==> src/bmfm_pkg.sv <==
package bmfm_pkg;

	localparam int CntW      = 16;
	localparam int DelayW    = 13;
	localparam int FaultW    = 2;
	localparam int RegIdxW   = 3;
	localparam int CfgDataW  = 16;
	localparam int BlankW    = 17;

	typedef logic [CntW-1:0]   cnt_t;
	typedef logic [DelayW-1:0] delay_t;
	typedef logic [FaultW-1:0] fault_t;
	typedef logic [BlankW-1:0] blank_t;

	localparam cnt_t CntMax      = '1;
	localparam cnt_t LinkTimeout = cnt_t'(1000);
	localparam cnt_t RecipDecay  = cnt_t'(1);

	localparam blank_t OnewayBlankMul = blank_t'(10);
	localparam blank_t RecipBlankMul  = blank_t'(3);

	localparam fault_t FAULT_NONE = 2'd0;
	localparam fault_t FAULT_LINK = 2'd1;
	localparam fault_t FAULT_STALL = 2'd2;
	localparam fault_t FAULT_OVERCURRENT = 2'd3;

	typedef enum logic [RegIdxW-1:0] {
		REG_RUN_DELAY          = 3'd0,
		REG_STALL_SPEED_ONEWAY = 3'd1,
		REG_STALL_LIMIT_ONEWAY = 3'd2,
		REG_STALL_SPEED_RECIP  = 3'd3,
		REG_STALL_LIMIT_RECIP  = 3'd4,
		REG_RECIP_SPEED_MIN    = 3'd5,
		REG_OVERCURRENT_LEVEL  = 3'd6,
		REG_OVERCURRENT_LIMIT  = 3'd7
	} reg_idx_t;

	localparam cnt_t OvercurrentLevelReset = '1;

	typedef struct packed {
		logic selected;
		logic run_allowed;
		logic reciprocating;
		logic braking;
		cnt_t run_time;
		cnt_t speed_now;
		cnt_t speed_set;
		cnt_t current_now;
		logic link_alive;
		logic fault_clear;
	} item_t;

	function automatic cnt_t sat_inc(input cnt_t v);
		return (v == CntMax) ? CntMax : cnt_t'(v + cnt_t'(1));
	endfunction

endpackage

==> src/brushed_motor_fault_monitor_core.sv <==
// Fault monitor for one brushed-motor channel; a second channel is a second instance.
// Channels:
//   cfg: cfg_valid/cfg_ready with cfg_index and cfg_data; one register per transfer,
//        always ready. Write only while no check tick is in flight.
//   in:  in_valid/in_ready, one check tick per transfer (flags, run time, speeds,
//        current, link and clear requests).
//   out: out_valid/out_ready, one fault code per tick: 0 none, 1 link lost,
//        2 stall, 3 overcurrent. The code is sticky until a tick with fault_clear.
// Path: a taken tick is held in the input register, then one pass of compares and counter
//   updates writes the counter and fault registers, where its code appears.
// Throughput: one tick per cycle while the output is not stalled; the fault register doubles as the output register.
// Stall: while out_valid is high and out_ready low, the held tick waits in the input
//   register and in_ready stays high only while that register is empty.
// Reset: counters and fault code clear, out_valid drops, all thresholds clear except
//   overcurrent_level, which goes to 65535.
module brushed_motor_fault_monitor_core (
	input  logic                          clk,
	input  logic                          arst_n,
	input  logic                          cfg_valid,
	output logic                          cfg_ready,
	input  logic [bmfm_pkg::RegIdxW-1:0]  cfg_index,
	input  logic [bmfm_pkg::CfgDataW-1:0] cfg_data,
	input  logic                          in_valid,
	output logic                          in_ready,
	input  logic                          selected,
	input  logic                          run_allowed,
	input  logic                          reciprocating,
	input  logic                          braking,
	input  logic [15:0]                   run_time,
	input  logic [15:0]                   speed_now,
	input  logic [15:0]                   speed_set,
	input  logic [15:0]                   current_now,
	input  logic                          link_alive,
	input  logic                          fault_clear,
	output logic                          out_valid,
	input  logic                          out_ready,
	output logic [1:0]                    fault
);

	bmfm_pkg::delay_t run_delay_q;
	bmfm_pkg::cnt_t   stall_speed_oneway_q;
	bmfm_pkg::cnt_t   stall_limit_oneway_q;
	bmfm_pkg::cnt_t   stall_speed_recip_q;
	bmfm_pkg::cnt_t   stall_limit_recip_q;
	bmfm_pkg::cnt_t   recip_speed_min_q;
	bmfm_pkg::cnt_t   overcurrent_level_q;
	bmfm_pkg::cnt_t   overcurrent_limit_q;

	bmfm_pkg::item_t  item_s1;
	logic             valid_s1;
	logic             out_valid_q;
	logic             advance;

	bmfm_pkg::cnt_t   link_count_q;
	bmfm_pkg::cnt_t   stall_oneway_q;
	bmfm_pkg::cnt_t   stall_recip_q;
	bmfm_pkg::cnt_t   overcurrent_q;
	bmfm_pkg::fault_t fault_code_q;

	bmfm_pkg::cnt_t   link_d;
	bmfm_pkg::cnt_t   stall_oneway_d;
	bmfm_pkg::cnt_t   stall_recip_d;
	bmfm_pkg::cnt_t   overcurrent_d;
	bmfm_pkg::fault_t fault_d;

	bmfm_pkg::blank_t blank_oneway;
	bmfm_pkg::blank_t blank_recip;

	assign cfg_ready = 1'b1;
	assign advance   = valid_s1 && (!out_valid_q || out_ready);
	assign in_ready  = !valid_s1 || advance;
	assign out_valid = out_valid_q;
	assign fault     = fault_code_q;

	assign blank_oneway = bmfm_pkg::blank_t'(run_delay_q) * bmfm_pkg::OnewayBlankMul;
	assign blank_recip  = bmfm_pkg::blank_t'(run_delay_q) * bmfm_pkg::RecipBlankMul;

	always_ff @(posedge clk or negedge arst_n) begin
		if (!arst_n) begin
			run_delay_q          <= '0;
			stall_speed_oneway_q <= '0;
			stall_limit_oneway_q <= '0;
			stall_speed_recip_q  <= '0;
			stall_limit_recip_q  <= '0;
			recip_speed_min_q    <= '0;
			overcurrent_level_q  <= bmfm_pkg::OvercurrentLevelReset;
			overcurrent_limit_q  <= '0;
		end else if (cfg_valid && cfg_ready) begin
			case (bmfm_pkg::reg_idx_t'(cfg_index))
				bmfm_pkg::REG_RUN_DELAY:          run_delay_q <= cfg_data[bmfm_pkg::DelayW-1:0];
				bmfm_pkg::REG_STALL_SPEED_ONEWAY: stall_speed_oneway_q <= cfg_data;
				bmfm_pkg::REG_STALL_LIMIT_ONEWAY: stall_limit_oneway_q <= cfg_data;
				bmfm_pkg::REG_STALL_SPEED_RECIP:  stall_speed_recip_q <= cfg_data;
				bmfm_pkg::REG_STALL_LIMIT_RECIP:  stall_limit_recip_q <= cfg_data;
				bmfm_pkg::REG_RECIP_SPEED_MIN:    recip_speed_min_q <= cfg_data;
				bmfm_pkg::REG_OVERCURRENT_LEVEL:  overcurrent_level_q <= cfg_data;
				bmfm_pkg::REG_OVERCURRENT_LIMIT:  overcurrent_limit_q <= cfg_data;
				default: ;
			endcase
		end
	end

	always_ff @(posedge clk or negedge arst_n) begin
		if (!arst_n) begin
			valid_s1 <= 1'b0;
		end else if (in_ready) begin
			valid_s1 <= in_valid;
		end
	end

	always_ff @(posedge clk) begin
		if (in_valid && in_ready) begin
			item_s1 <= '{selected, run_allowed, reciprocating, braking, run_time,
				speed_now, speed_set, current_now, link_alive, fault_clear};
		end
	end

	always_comb begin
		bmfm_pkg::fault_t code_base;
		bmfm_pkg::fault_t code;
		bmfm_pkg::cnt_t   link_base;
		bmfm_pkg::cnt_t   inc;
		code_base      = item_s1.fault_clear ? bmfm_pkg::FAULT_NONE : fault_code_q;
		link_base      = item_s1.link_alive ? '0 : link_count_q;
		link_d         = link_base;
		stall_oneway_d = stall_oneway_q;
		stall_recip_d  = stall_recip_q;
		overcurrent_d  = overcurrent_q;
		fault_d        = code_base;
		code           = bmfm_pkg::FAULT_NONE;
		inc            = '0;
		if (code_base == bmfm_pkg::FAULT_NONE) begin
			if (link_base > bmfm_pkg::LinkTimeout) begin
				code = bmfm_pkg::FAULT_LINK;
			end else begin
				link_d = bmfm_pkg::sat_inc(link_base);
			end
			if (item_s1.selected) begin
				if (item_s1.run_allowed && !item_s1.reciprocating) begin
					if ({1'b0, item_s1.run_time} <= blank_oneway || item_s1.braking) begin
						stall_oneway_d = '0;
					end else if (item_s1.speed_now < stall_speed_oneway_q) begin
						stall_oneway_d = bmfm_pkg::sat_inc(stall_oneway_q);
						if (stall_oneway_d > stall_limit_oneway_q) begin
							code = bmfm_pkg::FAULT_STALL;
						end
					end else if (stall_oneway_q != '0) begin
						stall_oneway_d = stall_oneway_q - bmfm_pkg::cnt_t'(1);
					end
				end else begin
					stall_oneway_d = '0;
				end

				if (item_s1.reciprocating && item_s1.speed_set > recip_speed_min_q) begin
					if ({1'b0, item_s1.run_time} <= blank_recip || item_s1.braking) begin
						stall_recip_d = '0;
					end else if (item_s1.speed_now < stall_speed_recip_q) begin
						stall_recip_d = bmfm_pkg::sat_inc(stall_recip_q);
						if (stall_recip_d > stall_limit_recip_q) begin
							code = bmfm_pkg::FAULT_STALL;
						end
					end else if (stall_recip_q > bmfm_pkg::RecipDecay) begin
						stall_recip_d = stall_recip_q - bmfm_pkg::RecipDecay;
					end else begin
						stall_recip_d = '0;
					end
				end else begin
					stall_recip_d = '0;
				end

				if (!item_s1.braking && item_s1.run_allowed) begin
					if (item_s1.current_now > overcurrent_level_q) begin
						inc = bmfm_pkg::sat_inc(overcurrent_q);
						if (inc > overcurrent_limit_q) begin
							overcurrent_d = '0;
							code          = bmfm_pkg::FAULT_OVERCURRENT;
						end else begin
							overcurrent_d = inc;
						end
					end else if (overcurrent_q != '0) begin
						overcurrent_d = overcurrent_q - bmfm_pkg::cnt_t'(1);
					end
				end
			end
			fault_d = code;
		end
	end

	always_ff @(posedge clk or negedge arst_n) begin
		if (!arst_n) begin
			out_valid_q    <= 1'b0;
			link_count_q   <= '0;
			stall_oneway_q <= '0;
			stall_recip_q  <= '0;
			overcurrent_q  <= '0;
			fault_code_q   <= bmfm_pkg::FAULT_NONE;
		end else begin
			if (advance) begin
				out_valid_q    <= 1'b1;
				link_count_q   <= link_d;
				stall_oneway_q <= stall_oneway_d;
				stall_recip_q  <= stall_recip_d;
				overcurrent_q  <= overcurrent_d;
				fault_code_q   <= fault_d;
			end else if (out_ready) begin
				out_valid_q <= 1'b0;
			end
		end
	end

endmodule

==> config.mk <==
export PLATFORM = sky130hd
export DESIGN_NAME = brushed_motor_fault_monitor_core
export DESIGN_NICKNAME = d
export VERILOG_FILES = /design/src/bmfm_pkg.sv /design/src/brushed_motor_fault_monitor_core.sv
export SDC_FILE = /design/constraint.sdc
export NUM_CORES = 1
export LEC_CHECK = 0
export ABC_AREA = 1
export BUFFER_PORTS_ARGS = -buffer_cell sky130_fd_sc_hd__buf_2
export CAP_MARGIN = 20
export CELL_PAD_IN_SITES_DETAIL_PLACEMENT = 0
export CELL_PAD_IN_SITES_GLOBAL_PLACEMENT = 1
export CORE_MARGIN = 2
export CORE_UTILIZATION = 50
export CTS_CLUSTER_DIAMETER = 120
export DETAILED_ROUTE_END_ITERATION = 8
export PLACE_DENSITY_LB_ADDON = 0.1
export SKIP_CTS_REPAIR_TIMING = 1
export SYNTH_ARGS = -nofsm -noshare
export SYNTH_HDL_FRONTEND = slang
export SYNTH_SLANG_ARGS = --single-unit
==> constraint.sdc <==
create_clock -name clk -period 5.95 [get_ports clk]
set_input_delay 1.19 -clock clk [delete_from_list [all_inputs] [get_ports clk]]
set_output_delay 1.19 -clock clk [all_outputs]
set_load 0.1 [all_outputs]
Yosys cells after proc, flatten, opt, wreduce, memory -nomap -nowiden
Index checks and enable logic that the tools add are counted.
{"block": "word_totals", "latch_bits": 0, "mem_bits_rw": 0, "ff_bits": 263, "mem_count": 0, "mem_bits_ro": 0, "in_bits": 94}
{"block": "classes", "addsub": 7, "mux": 35, "div": 0, "reduce_logical": 30, "eq_ne": 12, "n_shift": 0, "magnitude_cmp": 11, "bitwise_logic": 0, "multipliers": 2}
{"cell": "16-bit 2-to-1 mux", "n": 18}
{"cell": "16-bit greater-than comparator", "n": 5}
{"cell": "16-bit by 1-bit adder with 16-bit output (second input constant)", "n": 4}
{"cell": "16-bit equality test (second input constant)", "n": 4}
{"cell": "16-bit by 1-bit subtractor with 16-bit output (second input constant)", "n": 3}
{"cell": "16-bit < comparator", "n": 2}
{"cell": "16-bit nonzero test", "n": 2}
{"cell": "2-bit 2-to-1 mux", "n": 14}
{"cell": "16-bit by 17-bit less-or-equal comparator with 1-bit output", "n": 1}
{"cell": "16-bit by 1-bit greater-than comparator with 1-bit output (second input constant)", "n": 1}
{"cell": "16-bit by 10-bit greater-than comparator with 1-bit output (second input constant)", "n": 1}
{"cell": "16-bit by 15-bit less-or-equal comparator with 1-bit output", "n": 1}
{"cell": "13-bit by 3-bit multiplier with 16-bit output (second input constant)", "n": 1}
{"cell": "2-bit AND reduction", "n": 8}
{"cell": "13-bit by 2-bit multiplier with 15-bit output (second input constant)", "n": 1}
{"cell": "3-bit equality test (second input constant)", "n": 4}
{"cell": "3-bit by 2-bit equality test with 1-bit output (second input constant)", "n": 2}
{"cell": "1-bit logical AND", "n": 5}
{"cell": "5-bit AND reduction", "n": 1}
{"cell": "1-bit logical NOT", "n": 4}
{"cell": "1-bit logical OR", "n": 4}
{"cell": "4-bit by 1-bit inequality test with 1-bit output (second input constant)", "n": 1}
{"cell": "4-bit AND reduction", "n": 1}
{"cell": "2-bit nonzero test", "n": 2}
{"cell": "other kinds (5)", "n": 7}

Longest topological paths before layout
{"block": "depth", "word_depth": 16, "depth_mapped": 27, "depth_no_buf": 27}

Least setup slack after synthesis
Ideal clock, no wire load.
{"block": "synth_timing", "path_kind": "in2reg", "from": "input port out_ready", "to": "register item_s1[0] (netlist bit), enable pin", "setup_time_ns": 0.424, "path_slack_ns": 2.006, "path_stages": 4, "arrival_time_ns": 3.520, "n_path_buf": 0, "cell_sequence": "inv_1 -> nand3_1 -> nand2_1 -> inv_1"}
{"block": "synth_via", "elab_chain_cells": 4}
{"element": "from (decl)", "line": "brushed_motor_fault_monitor_core.sv:36", "source": "input logic out_ready,"}
{"element": "1-bit logical OR", "line": "brushed_motor_fault_monitor_core.sv:70", "source": "assign advance = valid_s1 && (!out_valid_q || out_ready);"}
{"element": "1-bit logical AND", "line": "brushed_motor_fault_monitor_core.sv:70"}
{"element": "1-bit logical OR", "line": "brushed_motor_fault_monitor_core.sv:71", "source": "assign in_ready = !valid_s1 || advance;"}
{"element": "via in_ready", "line": "brushed_motor_fault_monitor_core.sv:24", "source": "output logic in_ready,"}
{"element": "1-bit logical AND", "line": "brushed_motor_fault_monitor_core.sv:112", "source": "if (in_valid && in_ready) begin"}
{"element": "to (signal assigned)", "line": "brushed_motor_fault_monitor_core.sv:113", "source": "item_s1 <= '{selected, run_allowed, reciprocating, braking, run_time,"}
{"element": "to (decl)", "line": "brushed_motor_fault_monitor_core.sv:49", "source": "bmfm_pkg::item_t item_s1;"}
The timed path passes the listed nets, and every way through them passes these cells.
A chain may end at the register's enable or synchronous reset.

Worst setup path after layout
{"block": "layout_timing", "from": "register run_delay_q[0]", "to": "register stall_recip_q[8]"}
{"block": "layout_via", "elab_chain_cells": 5}
{"element": "from (decl)", "line": "brushed_motor_fault_monitor_core.sv:40", "source": "bmfm_pkg::delay_t run_delay_q;"}
{"element": "from (signal assigned)", "line": "brushed_motor_fault_monitor_core.sv:90", "source": "bmfm_pkg::REG_RUN_DELAY: run_delay_q <= cfg_data[bmfm_pkg::DelayW-1:0];"}
{"element": "13-bit by 2-bit multiplier with 15-bit output", "line": "brushed_motor_fault_monitor_core.sv:76", "source": "assign blank_recip = bmfm_pkg::blank_t'(run_delay_q) * bmfm_pkg::RecipBlankMul;"}
{"element": "16-bit by 15-bit less-or-equal comparator with 1-bit output", "line": "brushed_motor_fault_monitor_core.sv:155", "source": "if ({1'b0, item_s1.run_time} <= blank_recip || item_s1.braking) begin"}
{"element": "1-bit logical OR", "line": "brushed_motor_fault_monitor_core.sv:155"}
{"element": "16-bit 2-to-1 mux", "line": "brushed_motor_fault_monitor_core.sv:155"}
{"element": "16-bit 2-to-1 mux", "line": "brushed_motor_fault_monitor_core.sv:154", "source": "if (item_s1.reciprocating && item_s1.speed_set > recip_speed_min_q) begin"}
{"element": "to (signal assigned)", "line": "brushed_motor_fault_monitor_core.sv:202", "source": "stall_recip_q <= stall_recip_d;"}
{"element": "to (decl)", "line": "brushed_motor_fault_monitor_core.sv:56", "source": "bmfm_pkg::cnt_t stall_recip_q;"}
No other way between the ends.

==> qor.tcl <==
set qor(outcome) {finished clean}
set qor(final_cell_area_um2) 19200
set qor(synth.largest_area_cell) {dfrtp_1}
set qor(route.detailed.drc) 0
set qor(x_dimension_of_the_die_um) 189
set qor(power_leakage_nw) 9.47
set qor(std_cell_rows) 67
set qor(p_per_area_nw_per_um2) 395
set qor(cp_max_fo) 16
set qor(synth_nets) 2402
set qor(setup.worst_path.start_class) {flip-flop}
set qor(sequentialPowerShare_pct) 32.3
set qor(critPathKind) {reg -> reg}
set qor(final_net_count) 2483
set qor(routed_wl_mm) 42.8
set qor(routabilityCongestion) 0.909
set qor(cap_violations) 0
set qor(dr.pass1.iters) 7
set qor(finalPower_w) 0.00757
set qor(cts.reportedPaths.clkPinSlew_ns) 0.07
set qor(drive_above_1_share_pct) 10.9
set qor(period_share_pct) 72.1
set qor(yosys_most_used_dff) {dfrtp_1}
set qor(timing.final.setup_violations) 0
set qor(crit_path_end_kind) {flip-flop}
set qor(ys_ff_latch) 263
set qor(drt-wirelength-per-cell_um) 16.0
set qor(timing.final.hold_violations) 0
set qor(min_delay_path_depth) 2
set qor(die_area_um2) 35700
set qor(max_slew.worst_pin.slew_ns) 0.963
set qor(irDropWorstVdd_mv) 0.264
set qor(comb_power_share_pct) 39.3
set qor(grt_max_degree) 149
set qor(net-switching-power_w) 0.00298
set qor(start_util_pct) 50.9
set qor(io_pins) 99
set qor(ys_types) 49
set qor(cts.sink_count) 263
set qor(antenna_found_initial) 1
set qor(synth.cell_area_um2) 17100
set qor(synthTopCellsByCount) {nand2_1 (473), inv_1 (296), o21ai_0 (227)}
set qor(synth-warning-count) 0
set qor(hpwlAfterDp_mm) 31.1
set qor(timing_max_transition_violations_final) 0
set qor(grt.overflow.total) 0
set qor(grt_first_pass_wirelength_mm) 69.9
set qor(ctsHtreeMaxLevel) 1
set qor(die_y_um) 189
set qor(tritoncts_clock_tree) {yes}
set qor(power.clock.fraction_pct) 28.4
set qor(grt_pass1_vias) 13300
set qor(final.setup_skew_ns) 0.0430
set qor(cts-buffers-inserted) 30
set qor(worst_skew_pair.late_latency_ns) 0.60
set qor(internal-power_w) 0.00460
set qor(routed-via-count) 14000
set qor(setup_tns_ns) 0
set qor(ys_top_cells_by_area) {dfrtp_1 (26%), ha_1 (14%), edfxtp_1 (12%)}
set qor(yosysTopAreaCellShare_pct) 25.9
set qor(num-fill-cells) 3105
set qor(coreArea_um2) 33600
set qor(fin_crit_ns) 4.29
set qor(syn_inst) 2119
set qor(p_sw_share_pct) 39.3
set qor(ctsLongestPathBuffers) 3
set qor(synth-edff-count) 70
set qor(worst-endpoint-arrival_ns) 4.76
set qor(final_antenna_net_count) 0
set qor(globalRouteTotalUtil_pct) 24.4
set qor(asyncSetResetFlopFracSynth_pct) 73.4
set qor(detail_route.iter0.violations) 943
set qor(synth_sequential_area_ratio_pct) 40.6
set qor(placed_cell_area_um2) 18000
set qor(synth_most_common_cell) {nand2_1}
set qor(clock_tree.root_cell) {clkbuf_16}
set qor(synth_area_per_cell_um2) 8.08
set qor(viasPerCell) 5.26
set qor(antenna_cells_inserted) 0
set qor(fmax_mhz) 233
set qor(grt_setup_unrepaired) {false}
set qor(areaGrowthSynthToFinish_pct) 11.9
set qor(timing.slew.headroom_pct) 35.7
set qor(required_ns) 6.42
set qor(reg2regPathDepth) 21
set qor(worstHoldPathType) {reg -> reg}
set qor(port_buffers) 97
[metrics by stage]
stage | utilization (%) | hold slack, ns | std cells | worst slack, ns
after floorplan | - | 0.453 | 2119 | 2.01
after detailed placement | 53.5 | 0.473 | 2615 | 1.74
after global placement | 53.5 | 0.466 | 2615 | 1.89
after CTS | 57.0 | 0.488 | 2671 | 1.68
final | 57.0 | 0.482 | 2672 | 1.66
after global routing | 57.0 | 0.500 | 2672 | 1.24
[cell type report]
class                   count  area, µm²  share of cell area, %
inverters                 306       1150                   6.02
flip-flops and latches    263       6950                   36.3
clock buffers              38        842                   4.39
multi-input cells        1495       8770                   45.7
clock inverters            18        325                   1.70
well taps                 448        561                   2.92
repair buffers            104        567                   2.96
[layout by cell type, fill, tap and decap left out, types with 29 or more instances in the layout]
master / n
nand2_1: 473
inv_1: 295
o21ai_0: 227
ha_1: 187
dfrtp_1: 177
nor2_1: 153
nand3_1: 103
a21oi_1: 102
buf_2: 96
edfxtp_1: 70
xor2_1: 57
clkbuf_16: 31
nor3_1: 29
[sequential cells by signal, indices dropped and copies added, names as in the netlist]
| name | flops |
|---|---|
| stall_oneway_q | 16 |
| stall_limit_recip_q | 16 |
| overcurrent_q | 16 |
| fault | 2 |
| link_count_q | 16 |
| overcurrent_level_q | 16 |
| stall_speed_recip_q | 16 |
| stall_recip_q | 16 |
| stall_speed_oneway_q | 16 |
| item_s1 | 70 |
| out_valid | 1 |
| stall_limit_oneway_q | 16 |
| recip_speed_min_q | 16 |
| valid_s1 | 1 |
| run_delay_q | 13 |
| overcurrent_limit_q | 16 |
[power by group through the flow]
stage          clock [W]  combinational [W]  sequential (W)
2_1_floorplan          0            0.00230         0.00241
3_3_place_gp           0            0.00290         0.00246
3_5_place_dp           0            0.00295         0.00247
4_1_cts          0.00220            0.00297         0.00244
5_1_grt          0.00227            0.00344         0.00249
6_report         0.00215            0.00297         0.00245
[worst paths after layout]
path | start | slack, ns | endpoint
hold reg to reg | stall_limit_recip_q[11] | 0.48 | stall_limit_recip_q[11]
setup reg to reg | run_delay_q[0] | 1.66 | stall_recip_q[8]
hold / removal | stall_limit_recip_q[11] | 0.48 | stall_limit_recip_q[11]
min in group asynchronous | arst_n | 0.55 | stall_recip_q[3]
max in group asynchronous | arst_n | 4.23 | stall_limit_oneway_q[0]
setup / recovery | run_delay_q[0] | 1.66 | stall_recip_q[8]
[critical path: stages (launching register included)]
cell,delay (ns)
dfrtp_1,0.45
ha_1,0.30
fa_1,0.42
nand3_1,0.09
nand2_1,0.11
a21oi_1,0.15
nor2_1,0.05
nor2_1,0.15
o21ai_0,0.14
nand2_1,0.09
nand2_1,0.06
a21oi_1,0.14
xor2_1,0.09
ha_1,0.31
nand2_1,0.07
nor4_1,0.27
nand2_1,0.08
nand2_1,0.06
nand2_1,0.13
nor3_4,0.68
o211ai_1,0.17
o21ai_0,0.13
[layer usage]
metal	global-route usage [%]	wire [µm]	vias to the layer above
li1	-	-	7149
met1	36.4	20900	6508
met2	38.5	19000	345
met3	3.24	2180	43
met4	4.27	672	0
met5	0	0	-
[cell families after synthesis]
logic type	Yosys count	share of synthesized area, %
buffers and inverters	361	8.27
XOR/XNOR	69	3.53
other	1	0.0219
adder cells (fa/ha/maj)	189	13.9
AO/OA/AOI/OAI	404	12.9
AND/OR/NAND/NOR	832	20.8
flip-flops	263	40.6
Note: power is estimated with default switching activity, not from simulation.
